## config.mk

```make
export PLATFORM = sky130hd
export DESIGN_NAME = ntc_adc_to_temperature_interp
export DESIGN_NICKNAME = d
export VERILOG_FILES = /design/src/rtl/ntc_pkg.sv /design/src/rtl/ntc_div_pipe.sv /design/src/rtl/ntc_adc_to_temperature_interp.sv
export SDC_FILE = /design/constraint.sdc
export NUM_CORES = 1
export LEC_CHECK = 0
export BUFFER_PORTS_ARGS = -buffer_cell sky130_fd_sc_hd__buf_4
export CORE_ASPECT_RATIO = 1.4
export CORE_UTILIZATION = 59
export CTS_CLUSTER_SIZE = 28
export DETAILED_ROUTE_END_ITERATION = 16
export PLACE_DENSITY = 0.74
export SKIP_CTS_REPAIR_TIMING = 1
export SLEW_MARGIN = 10
export SYNTH_ARGS = -nofsm -noshare
export SYNTH_HDL_FRONTEND = slang
export SYNTH_SLANG_ARGS = --single-unit
```

## constraint.sdc

```tcl
create_clock -name i_clk -period 29.5 [get_ports i_clk]
set_input_delay 5.9 -clock i_clk [delete_from_list [all_inputs] [get_ports i_clk]]
set_output_delay 5.9 -clock i_clk [all_outputs]
set_load 0.005 [all_outputs]
```

## src/rtl/ntc_pkg.sv

```systemverilog
package ntc_pkg;

    // sample and table geometry
    localparam int SAMPLE_W     = 12;
    localparam int TABLE_POINTS = 34;
    localparam int SEG_W        = $clog2(TABLE_POINTS);
    localparam int FRAC_BITS    = 8;
    localparam int TEMP_W       = 16;

    // temperature grid
    localparam int STEP_DEG    = 5;
    localparam int FIRST_DEG   = -40;
    localparam int LAST_DEG    = 125;
    localparam int STEP_FIXED  = STEP_DEG << FRAC_BITS;
    localparam int FIRST_FIXED = FIRST_DEG * (1 << FRAC_BITS);
    localparam int LAST_FIXED  = LAST_DEG * (1 << FRAC_BITS);

    // quotient stays below STEP_FIXED, numerator is offset times STEP_FIXED
    localparam int QUOT_W = $clog2(STEP_FIXED);
    localparam int NUM_W  = SAMPLE_W + QUOT_W;

    typedef enum logic [1:0] {
        RS_INTERP = 2'd0,
        RS_BELOW  = 2'd1,
        RS_ABOVE  = 2'd2
    } t_range_status;

    // data that rides along with the divider
    typedef struct packed {
        logic [TEMP_W-1:0] base;
        t_range_status     status;
    } t_side;

    // calibration points, ascending converter codes
    localparam logic [SAMPLE_W-1:0] ADC12_POINTS [TABLE_POINTS] = '{
        12'd199,  12'd259,  12'd332,  12'd420,  12'd523,  12'd643,  12'd780,
        12'd933,  12'd1100, 12'd1279, 12'd1466, 12'd1660, 12'd1855, 12'd2048,
        12'd2236, 12'd2416, 12'd2586, 12'd2745, 12'd2892, 12'd3025, 12'd3147,
        12'd3254, 12'd3349, 12'd3434, 12'd3509, 12'd3576, 12'd3634, 12'd3686,
        12'd3732, 12'd3771, 12'd3806, 12'd3837, 12'd3865, 12'd3889
    };

    localparam logic [SAMPLE_W-1:0] ADC10_POINTS [TABLE_POINTS] = '{
        12'd50,  12'd65,  12'd83,  12'd105, 12'd131, 12'd161, 12'd195,
        12'd233, 12'd275, 12'd320, 12'd367, 12'd415, 12'd464, 12'd512,
        12'd559, 12'd604, 12'd647, 12'd686, 12'd723, 12'd757, 12'd787,
        12'd814, 12'd837, 12'd859, 12'd878, 12'd894, 12'd909, 12'd922,
        12'd933, 12'd943, 12'd952, 12'd960, 12'd966, 12'd972
    };

    // table lookup for the selected converter resolution
    function automatic logic [SAMPLE_W-1:0] adc_point(input logic ten_bit,
                                                      input logic [SEG_W-1:0] idx);
        logic [SAMPLE_W-1:0] pt;
        pt = '0;
        if (idx < SEG_W'(TABLE_POINTS)) begin
            pt = ten_bit ? ADC10_POINTS[idx] : ADC12_POINTS[idx];
        end
        return pt;
    endfunction

endpackage

```

## src/rtl/ntc_div_pipe.sv

```systemverilog
module ntc_div_pipe
    import ntc_pkg::*;
(
    input  logic                i_clk,
    input  logic                i_rst_n,
    input  logic                i_en,
    input  logic                i_valid,
    input  logic [NUM_W-1:0]    i_num,
    input  logic [SAMPLE_W-1:0] i_den,
    input  t_side               i_side,
    output logic                o_valid,
    output logic [QUOT_W-1:0]   o_quot,
    output t_side               o_side
);

    // stage 0 loads, stages 1..QUOT_W each retire one quotient bit
    logic                r_vld  [QUOT_W+1];
    logic [SAMPLE_W-1:0] r_rem  [QUOT_W+1];
    logic [QUOT_W-1:0]   r_low  [QUOT_W+1];
    logic [QUOT_W-1:0]   r_quot [QUOT_W+1];
    logic [SAMPLE_W-1:0] r_den  [QUOT_W+1];
    t_side               r_side [QUOT_W+1];

    logic [SAMPLE_W-1:0] n_rem  [QUOT_W+1];
    logic [QUOT_W-1:0]   n_low  [QUOT_W+1];
    logic [QUOT_W-1:0]   n_quot [QUOT_W+1];

    // restoring divide step per stage
    always_comb begin
        logic [SAMPLE_W:0] trial;
        logic              take;
        n_rem[0]  = i_num[NUM_W-1:QUOT_W];
        n_low[0]  = i_num[QUOT_W-1:0];
        n_quot[0] = '0;
        for (int k = 1; k <= QUOT_W; k++) begin
            trial     = {r_rem[k-1], r_low[k-1][QUOT_W-1]};
            take      = (trial >= {1'b0, r_den[k-1]});
            n_rem[k]  = take ? SAMPLE_W'(trial - {1'b0, r_den[k-1]})
                             : trial[SAMPLE_W-1:0];
            n_low[k]  = r_low[k-1] << 1;
            n_quot[k] = {r_quot[k-1][QUOT_W-2:0], take};
        end
    end

    // stage valid bits
    always_ff @(posedge i_clk) begin
        if (!i_rst_n) begin
            for (int k = 0; k <= QUOT_W; k++) begin
                r_vld[k] <= 1'b0;
            end
        end else if (i_en) begin
            r_vld[0] <= i_valid;
            for (int k = 1; k <= QUOT_W; k++) begin
                r_vld[k] <= r_vld[k-1];
            end
        end
    end

    // stage payload
    always_ff @(posedge i_clk) begin
        if (i_en) begin
            r_den[0]  <= i_den;
            r_side[0] <= i_side;
            for (int k = 0; k <= QUOT_W; k++) begin
                r_rem[k]  <= n_rem[k];
                r_low[k]  <= n_low[k];
                r_quot[k] <= n_quot[k];
            end
            for (int k = 1; k <= QUOT_W; k++) begin
                r_den[k]  <= r_den[k-1];
                r_side[k] <= r_side[k-1];
            end
        end
    end

    assign o_valid = r_vld[QUOT_W];
    assign o_quot  = r_quot[QUOT_W];
    assign o_side  = r_side[QUOT_W];

endmodule

```

## src/rtl/ntc_adc_to_temperature_interp.sv

```systemverilog
// a sample passes the compare, segment, offset and numerator stages, then the
// restoring divider (the bulk of the depth) and the result register; one sample
// per cycle while not stalled; a stall on the output freezes the whole pipeline,
// nothing is dropped or repeated. reset (synchronous, active low) clears all
// stage valid bits and selects the 12-bit table; there is no clearing pass
module ntc_adc_to_temperature_interp
    import ntc_pkg::*;
(
    input  logic                     i_clk,
    input  logic                     i_rst_n,
    input  logic                     i_cfg_valid,
    output logic                     o_cfg_ready,
    input  logic                     i_cfg_ten_bit_mode,
    input  logic                     i_in_valid,
    output logic                     o_in_stall,
    input  logic [11:0]              i_adc_sample,
    output logic                     o_out_valid,
    input  logic                     i_out_stall,
    output logic signed [15:0]       o_temp_q8,
    output logic [1:0]               o_range_status
);

    logic r_ten_bit_mode;
    logic en;

    // stage 1: compares
    logic                    r1_vld;
    logic [SAMPLE_W-1:0]     r1_x;
    logic                    r1_mode;
    logic                    r1_gt0;
    logic [TABLE_POINTS-1:0] r1_ge;
    logic                    n1_gt0;
    logic [TABLE_POINTS-1:0] n1_ge;

    // stage 2: segment
    logic                r2_vld;
    logic [SAMPLE_W-1:0] r2_x;
    logic                r2_mode;
    logic [SEG_W-1:0]    r2_seg;
    t_range_status       r2_status;
    logic [SEG_W-1:0]    n2_seg;
    t_range_status       n2_status;

    // stage 3: offset, span, base
    logic                r3_vld;
    logic [SAMPLE_W-1:0] r3_diff;
    logic [SAMPLE_W-1:0] r3_den;
    t_side               r3_side;
    logic [SAMPLE_W-1:0] n3_diff;
    logic [SAMPLE_W-1:0] n3_den;
    t_side               n3_side;

    // stage 4: scaled numerator
    logic                r4_vld;
    logic [NUM_W-1:0]    r4_num;
    logic [SAMPLE_W-1:0] r4_den;
    t_side               r4_side;

    // divider output and result register
    logic              dv_vld;
    logic [QUOT_W-1:0] dv_quot;
    t_side             dv_side;
    logic              r_out_vld;
    logic [TEMP_W-1:0] r_temp;
    t_range_status     r_status;
    logic [TEMP_W-1:0] n_temp;

    // pipeline advances unless the result is held
    assign en          = !(r_out_vld && i_out_stall);
    assign o_in_stall  = !en;
    assign o_cfg_ready = 1'b1;

    // mode register
    always_ff @(posedge i_clk) begin
        if (!i_rst_n) begin
            r_ten_bit_mode <= 1'b0;
        end else if (i_cfg_valid) begin
            r_ten_bit_mode <= i_cfg_ten_bit_mode;
        end
    end

    // compare sample against every point
    always_comb begin
        n1_gt0 = (i_adc_sample > adc_point(r_ten_bit_mode, '0));
        for (int i = 0; i < TABLE_POINTS; i++) begin
            n1_ge[i] = (i_adc_sample >= adc_point(r_ten_bit_mode, SEG_W'(i)));
        end
    end

    // thermometer to segment index by binary search over inner points
    always_comb begin
        logic [SEG_W-1:0] seg;
        logic [SEG_W-1:0] cand;
        seg = '0;
        for (int b = SEG_W - 1; b >= 0; b--) begin
            cand = seg | (SEG_W'(1) << b);
            if (cand <= SEG_W'(TABLE_POINTS - 2) && r1_ge[cand]) begin
                seg = cand;
            end
        end
        n2_seg = seg;
        if (!r1_gt0) begin
            n2_status = RS_BELOW;
        end else if (r1_ge[TABLE_POINTS-1]) begin
            n2_status = RS_ABOVE;
        end else begin
            n2_status = RS_INTERP;
        end
    end

    // segment endpoints and base temperature
    always_comb begin
        logic [SAMPLE_W-1:0] a0;
        logic [SAMPLE_W-1:0] a1;
        a0      = adc_point(r2_mode, r2_seg);
        a1      = adc_point(r2_mode, r2_seg + SEG_W'(1));
        n3_diff = r2_x - a0;
        n3_den  = a1 - a0;
        n3_side.status = r2_status;
        case (r2_status)
            RS_ABOVE: n3_side.base = TEMP_W'(LAST_FIXED);
            RS_BELOW: n3_side.base = TEMP_W'(FIRST_FIXED);
            default:  n3_side.base = TEMP_W'(FIRST_FIXED)
                                   + TEMP_W'(r2_seg) * TEMP_W'(STEP_FIXED);
        endcase
    end

    // stage valid bits
    always_ff @(posedge i_clk) begin
        if (!i_rst_n) begin
            r1_vld    <= 1'b0;
            r2_vld    <= 1'b0;
            r3_vld    <= 1'b0;
            r4_vld    <= 1'b0;
            r_out_vld <= 1'b0;
        end else if (en) begin
            r1_vld    <= i_in_valid;
            r2_vld    <= r1_vld;
            r3_vld    <= r2_vld;
            r4_vld    <= r3_vld;
            r_out_vld <= dv_vld;
        end
    end

    // stage payload
    always_ff @(posedge i_clk) begin
        if (en) begin
            r1_x      <= i_adc_sample;
            r1_mode   <= r_ten_bit_mode;
            r1_gt0    <= n1_gt0;
            r1_ge     <= n1_ge;
            r2_x      <= r1_x;
            r2_mode   <= r1_mode;
            r2_seg    <= n2_seg;
            r2_status <= n2_status;
            r3_diff   <= n3_diff;
            r3_den    <= n3_den;
            r3_side   <= n3_side;
            r4_num    <= NUM_W'(r3_diff) * NUM_W'(STEP_FIXED);
            r4_den    <= r3_den;
            r4_side   <= r3_side;
            r_temp    <= n_temp;
            r_status  <= dv_side.status;
        end
    end

    ntc_div_pipe u_div (
        .i_clk   (i_clk),
        .i_rst_n (i_rst_n),
        .i_en    (en),
        .i_valid (r4_vld),
        .i_num   (r4_num),
        .i_den   (r4_den),
        .i_side  (r4_side),
        .o_valid (dv_vld),
        .o_quot  (dv_quot),
        .o_side  (dv_side)
    );

    // add the fraction of a step inside the segment
    assign n_temp = (dv_side.status == RS_INTERP)
                  ? dv_side.base + TEMP_W'(dv_quot)
                  : dv_side.base;

    assign o_out_valid    = r_out_vld;
    assign o_temp_q8      = r_temp;
    assign o_range_status = r_status;

    // clamped results carry the end temperatures
    a_below_value: assert property (@(posedge i_clk) disable iff (!i_rst_n)
        (o_out_valid && o_range_status == RS_BELOW) |-> o_temp_q8 == TEMP_W'(FIRST_FIXED))
        else $error("clamp below gives wrong temperature");

    a_above_value: assert property (@(posedge i_clk) disable iff (!i_rst_n)
        (o_out_valid && o_range_status == RS_ABOVE) |-> o_temp_q8 == TEMP_W'(LAST_FIXED))
        else $error("clamp above gives wrong temperature");

    // interpolated results stay at or above the first and below the last table temperature
    a_interp_range: assert property (@(posedge i_clk) disable iff (!i_rst_n)
        (o_out_valid && o_range_status == RS_INTERP)
        |-> (o_temp_q8 >= $signed(TEMP_W'(FIRST_FIXED))
             && o_temp_q8 < $signed(TEMP_W'(LAST_FIXED))))
        else $error("interpolated temperature out of range");

    // reset leaves the output not valid right after it
    a_reset_empty: assert property (@(posedge i_clk)
        !i_rst_n |=> !o_out_valid)
        else $error("result valid right after reset");

endmodule
```

After elaboration in Yosys (flattened, before gate mapping)
Memories as Yosys holds them, arrays and structs flattened. A register that Yosys moved wholly into a read port is not among the register bits.
Cells that the tools add are included.

word-level totals
  RAM bits = 768
  memories kept = 10
  bits in latches = 0
  ROM bits = 3072
  bits of input ports = 18
  register bits after elaboration = 179

operators by class
  order comparisons = 60
  reduce and logical (&&, ||, !) cells = 9
  divide/modulo/power cells = 0
  bitwise operators = 14
  shift operators = 0
  add/sub/neg operators = 16
  equal/unequal tests = 2
  mux-type cells = 91
  multiply operators = 2

memory list
  memory           depth  width  read ports  clocked after memory_dff  wr ports  line                RTL
  (no name shown)  64     12     1           0                         0         ntc_pkg.sv:57       pt = ten_bit ? ADC10_POINTS[idx] : ADC12_POINTS[idx];
  (no name shown)  64     12     1           0                         0         ntc_pkg.sv:57
  (no name shown)  64     12     1           0                         0         ntc_pkg.sv:57
  (no name shown)  64     12     1           0                         0         ntc_pkg.sv:57
  u_div.r_side     12     18     12          0                         12        ntc_div_pipe.sv:22  t_side r_side [QUOT_W+1];
  u_div.r_den      12     12     11          0                         12        ntc_div_pipe.sv:21  logic [SAMPLE_W-1:0] r_den [QUOT_W+1];
  +4 memories      --     --     --          --                        --        --

operators by type and width
  cell                                                                          count
  12-bit 2-to-1 mux                                                             44
  12-bit >= comparator                                                          21
  12-bit subtractor                                                             13
  13-bit by 12-bit >= comparator with 1-bit output                              11
  12-bit by 11-bit >= comparator with 1-bit output                              5
  11-bit 2-to-1 mux                                                             5
  12-bit by 10-bit >= comparator with 1-bit output                              4
  10-bit 2-to-1 mux                                                             4
  12-bit by 9-bit >= comparator with 1-bit output                               3
  6-bit by 7-bit less-than comparator with 1-bit output, second input constant  5
  16-bit one-hot mux with 2 select lines                                        1
  6-bit <= comparator, second input constant                                    5
  9-bit 2-to-1 mux                                                              3
  1-bit binary-select mux with 5-bit select                                     5
  1-bit 2-to-1 mux                                                              21
  16-bit by 11-bit adder with 16-bit output                                     1
  16-bit adder, first input constant                                            1
  16-bit 2-to-1 mux                                                             1
  12-bit by 3-bit multiplier with 15-bit output, second input constant          1
  7-bit >= comparator, second input constant                                    2
  6-bit inverter with 7-bit output                                              2
  12-bit by 8-bit >= comparator with 1-bit output                               1
  12-bit greater-than comparator                                                1
  6-bit less-than comparator, second input constant                             2
  other kinds (14)                                                              32

Longest topological paths before layout
  depth in word-level cells = 20
  mapped depth = 23
  mapped depth without buffers = 22

By module
Synthesis repeated with hierarchy kept, for this count alone.

second synthesis, totals
  cell total of the unflattened synthesis = 3085
  area, all modules = 39078.7 um^2

modules (own cells, without submodules)
  module                         seq. area each (um^2)  instances  area an instance (um^2)  cells an instance
  ntc_div_pipe                   18728.0                1          27089.7                  1788
  ntc_adc_to_temperature_interp  4834.6                 1          11989.0                  1297

Worst setup path after synthesis
Ideal clock, no wire load.

  path type = input-to-reg
  start point = in i_out_stall
  end point = mem u_div.r_vld[9] (data pin)
  slack = 5.205 ns
  data required time = 29.241 ns
  setup time = 0.259 ns
  arrival = 24.037 ns
  cell stages on the path = 3
  cell sequence = nand2_1 clkbuf_1 and3_1

RTL lines
  item             line                                 RTL
  start, declared  ntc_adc_to_temperature_interp.sv:18  input logic i_out_stall,
  end, declared    ntc_div_pipe.sv:17                   logic r_vld [QUOT_W+1];

Final worst setup path
  start point = in i_out_stall
  end point = out o_in_stall

between the ends
  word-level cells in the longest chain between the ends = 1

ends and longest elaborated chain
  item               line                                 RTL
  1-bit logical AND  ntc_adc_to_temperature_interp.sv:69  assign en = !(r_out_vld && i_out_stall);
  end, declared      ntc_adc_to_temperature_interp.sv:15  output logic o_in_stall,

No other way between the ends.

==> impl_results.md <==
* Yosys warning count at 0
* Hold Worst Slack at 0.4073 ns
* Synthesized area at 32520 um2
* Clk pwr share at 15.4%
* Initial Util at 59.84%
* Layout cell share with drive strength beyond 1 at 9.354%
* CP Capture Type: primary output
* Post-synthesis cell type count at 72
* Layout area overhead at 8.965%
* Total GRT Usage at 22.49%
* Post-synth ARST share at 0%
* First-pass GRT wire length at 101600 um
* CTS tree: done
* Vias in the first global route at 20670
* Placed Area at 33590 um2
* Setup CP Type: input pin to primary output
* Tmin final at 13.24 ns
* Synthesized net count at 2953
* Antenna diode count at 0
* Setup Viol. Count Final at 0
* RSZ-0062 raised after global routing: false
* Chip width at 200.4 um
* Fin. Hold Viols at 0
* Maximum clock rate at 75.53 MHz
* Status: finished, final reports clean
* Worst Tran Pin Value at 1.230 ns
* Critical Path RT at 23.60 ns
* Sequential share of the synthesized area at 57.81%
* Wirelength per Cell at 18.12 um
* Slew margin rel. at 17.47%
* Leak Pwr at 14.58 nW
* Crit-path cells: buf_4, nand2_4, inv_1, buf_4
* CP max-delay cell: nand2_4
* CTS buffer count at 58
* H-tree levels at 2
* Design internal power at 3.002 mW
* Crit path max-delay family: buffers and inverters
* Vias/cell at 5.854
* Comb pwr share at 47.5%
* Core region area at 54340 um2
* P_sw at 1.714 mW
* Largest net degree at the start of global routing at 199
* Post-synth EDFFs at 616
* Part of the cycle the worst path needs at 44.88%
* Critical path startpoint category: input pin
* Post-Route WL at 63250 um
* CP dominant cell by count: buf_4
* Seq pwr share at 37.1%
* Fin. max-slew vios at 0
* Switching Share at 36.34%
* FF-to-FF setup slack at 23.40 ns
* Setup TNS at 0 ns
* Total number of vias at 20430
* Mean post-synth cell area at 12.08 um2
* Hold/Removal Path Class: flop to flop
* WP data arrival at 7.34 ns
* Critical Path Fanout Max at 73
* Yosys reg bits at 631
* Max-cap violations at 0
* Initial antenna violation count at 0
* Filler instances at 3989
* Clock sink count at 631
* GR Overflow Total at 0
* Buf/Inv on CP at 3
* Slowest cell delay on critical path at 0.61 ns
* Total power at 4.716 mW
* Power Dens Cells at 133.1 nW/um2
* Die H at 279.8 um
* Clock Path Buffers at 3
* Design Area, Final at 35430 um2
* PortBufs at 37
* HPWL after detailed placement at 44750 um
* Post-Synthesis Cells at 2692
* Cell Rows at 101
* Root Buffer: clkbuf_16
* Finished Core Util at 65.21%
* FF+latch area at 18800 um2
* Worst Clk Skew at 0.01359 ns
* Drt pass-1 iters at 5
* VDD IR max at 0.00008100 V
* Nets at 2989
* Placer Congestion at 0.9070
* 1st-iter DRT viols at 1402
* Remaining DRCs at 0
* Full die area at 56070 um2
* Worst-Skew Late Latency at 0.63 ns
* Detail Route Antenna Nets at 0
* Clock slew at reported path FFs at 0.06 ns
* Num ports at 39
* Synth Flop Type: edfxtp_1
* Area of the multi-input gates at 12340 um2
[flip-flops by register name, indices dropped and copies added, names as in the netlist, 2 cells and up]
signal          count
u_div.r_vld        12
o_temp_q8          16
r1_ge              33
r4_side            10
o_range_status      2
r1_x               12
u_div.r_low         6
r2_status           2
r4_num             15
r3_den             12
u_div.r_den       132
u_div.r_quot       66
r2_seg              6
r3_diff            12
r4_den             12
r3_side            10
r2_x               12
u_div.r_rem       132
u_div.r_side      120
[final cells by class]
cell class | count | area share, %
multi-input combinational | 1695 | 34.84
sequential | 631 | 53.05
tap | 721 | 2.546
clock inverter | 36 | 1.021
clock buffer | 65 | 4.170
inverter | 278 | 2.945
timing repair buffer | 64 | 1.427
[power groups by stage]
stage	clock network [mW]	registers, mW	logic (mW)
global placement	0	1.76	2.12
floorplan	0	1.69	1.72
CTS	0.741	1.76	2.24
finish	0.724	1.75	2.24
detailed placement	0	1.77	2.22
global route	0.772	1.79	2.47
[per-layer routing]
metal | vias to the layer above | routed length (um) | GRT usage (%)
met3 | 154 | 2390 | 2.862
met4 | 0 | 2445 | 10.14
met1 | 9871 | 24220 | 24.79
met5 | - | 0 | 0
met2 | 492 | 34190 | 42.83
li1 | 9913 | - | -
[cells in the final DEF (no fill, tap or decap), drive strengths merged, types with 12 or more instances in the layout]
cell type	n
a21boi	30
a211oi	27
o31ai	14
nand4	31
o211ai	14
a21oi	161
nand3	25
a2111oi	14
or3	14
clkinv	25
inv	279
xor2	32
xnor2	82
o21bai	26
o21a	17
a21o	46
fa	15
o21ai	139
and3	17
a31oi	34
nor3	44
and2	22
buf	64
mux2i	47
clkbuf	65
o2111ai	12
nand2	173
dfxtp	15
nor2b	40
nor2	187
mux2	81
nand2b	27
ha	228
edfxtp	616
[worst register-to-register path, stage by stage (launching register included)]
cell      delay, ns
edfxtp_1       0.33
buf_4          0.33
clkinv_1       0.57
ha_1           0.67
inv_1          0.33
nor2_1         0.11
a211oi_1       0.23
a21oi_1        0.06
nor2_1         0.11
a21oi_1        0.07
o21a_1         0.19
nor3_1         0.67
ha_1           0.28
inv_1          0.06
fa_1           0.39
a21o_1         0.19
a21oi_1        0.23
o21bai_1       0.10
a21oi_1        0.22
o21bai_1       0.09
a21oi_1        0.24
o21bai_1       0.09
a21oi_1        0.18
xnor2_1        0.13
[per-stage QoR]
stage / cells / setup slack, ns
after global routing: 3490 / 16.11
after CTS: 3490 / 16.24
final: 3490 / 16.26
after global placement: 3389 / 16.26
after floorplan: 2692 / 5.205
after detailed placement: 3389 / 16.23
[cell usage after synthesis, drive strengths merged, types with 31 or more instances]
cell    count  share of area, %
xnor2      82               2.2
mux2i      47               1.5
xor2       32              0.86
edfxtp    616                57
nor2      187               2.2
inv       276               3.2
a31oi      34              0.65
ha        228               8.8
a21oi     161               2.5
o21ai     139               2.1
nand2     173               2.0
nor3       44              0.68
mux2       81               2.8
nand4      31              0.60
nor2b      40              0.77
a21o       46               1.1
clkbuf     70              0.81
[final timing paths]
kind / startpoint / end / cells after the start
worst min register to register: u_div.r_side[0][11] / u_div.r_side[0][29] / 0
worst max register to register: r2_seg[0] / r3_den[10] / 23
worst max-delay path: i_out_stall / o_in_stall / 4
worst min-delay path: u_div.r_side[0][11] / u_div.r_side[0][29] / 0
[cell families (layout without fill, tap and decap cells)]
logic type	after synthesis	after routing	synth area share [%]
AOI/OAI and AO/OA	599	599	11.96
DFF	631	631	57.81
adders and majority gates	243	243	9.696
muxes	130	130	4.440
buffers and inverters	366	443	4.298
xor gates and xnor gates	114	114	3.071
other	1	1	0.01153
and+or+nand+nor	608	608	8.711
No activity file was read; power rests on OpenSTA's default activity.
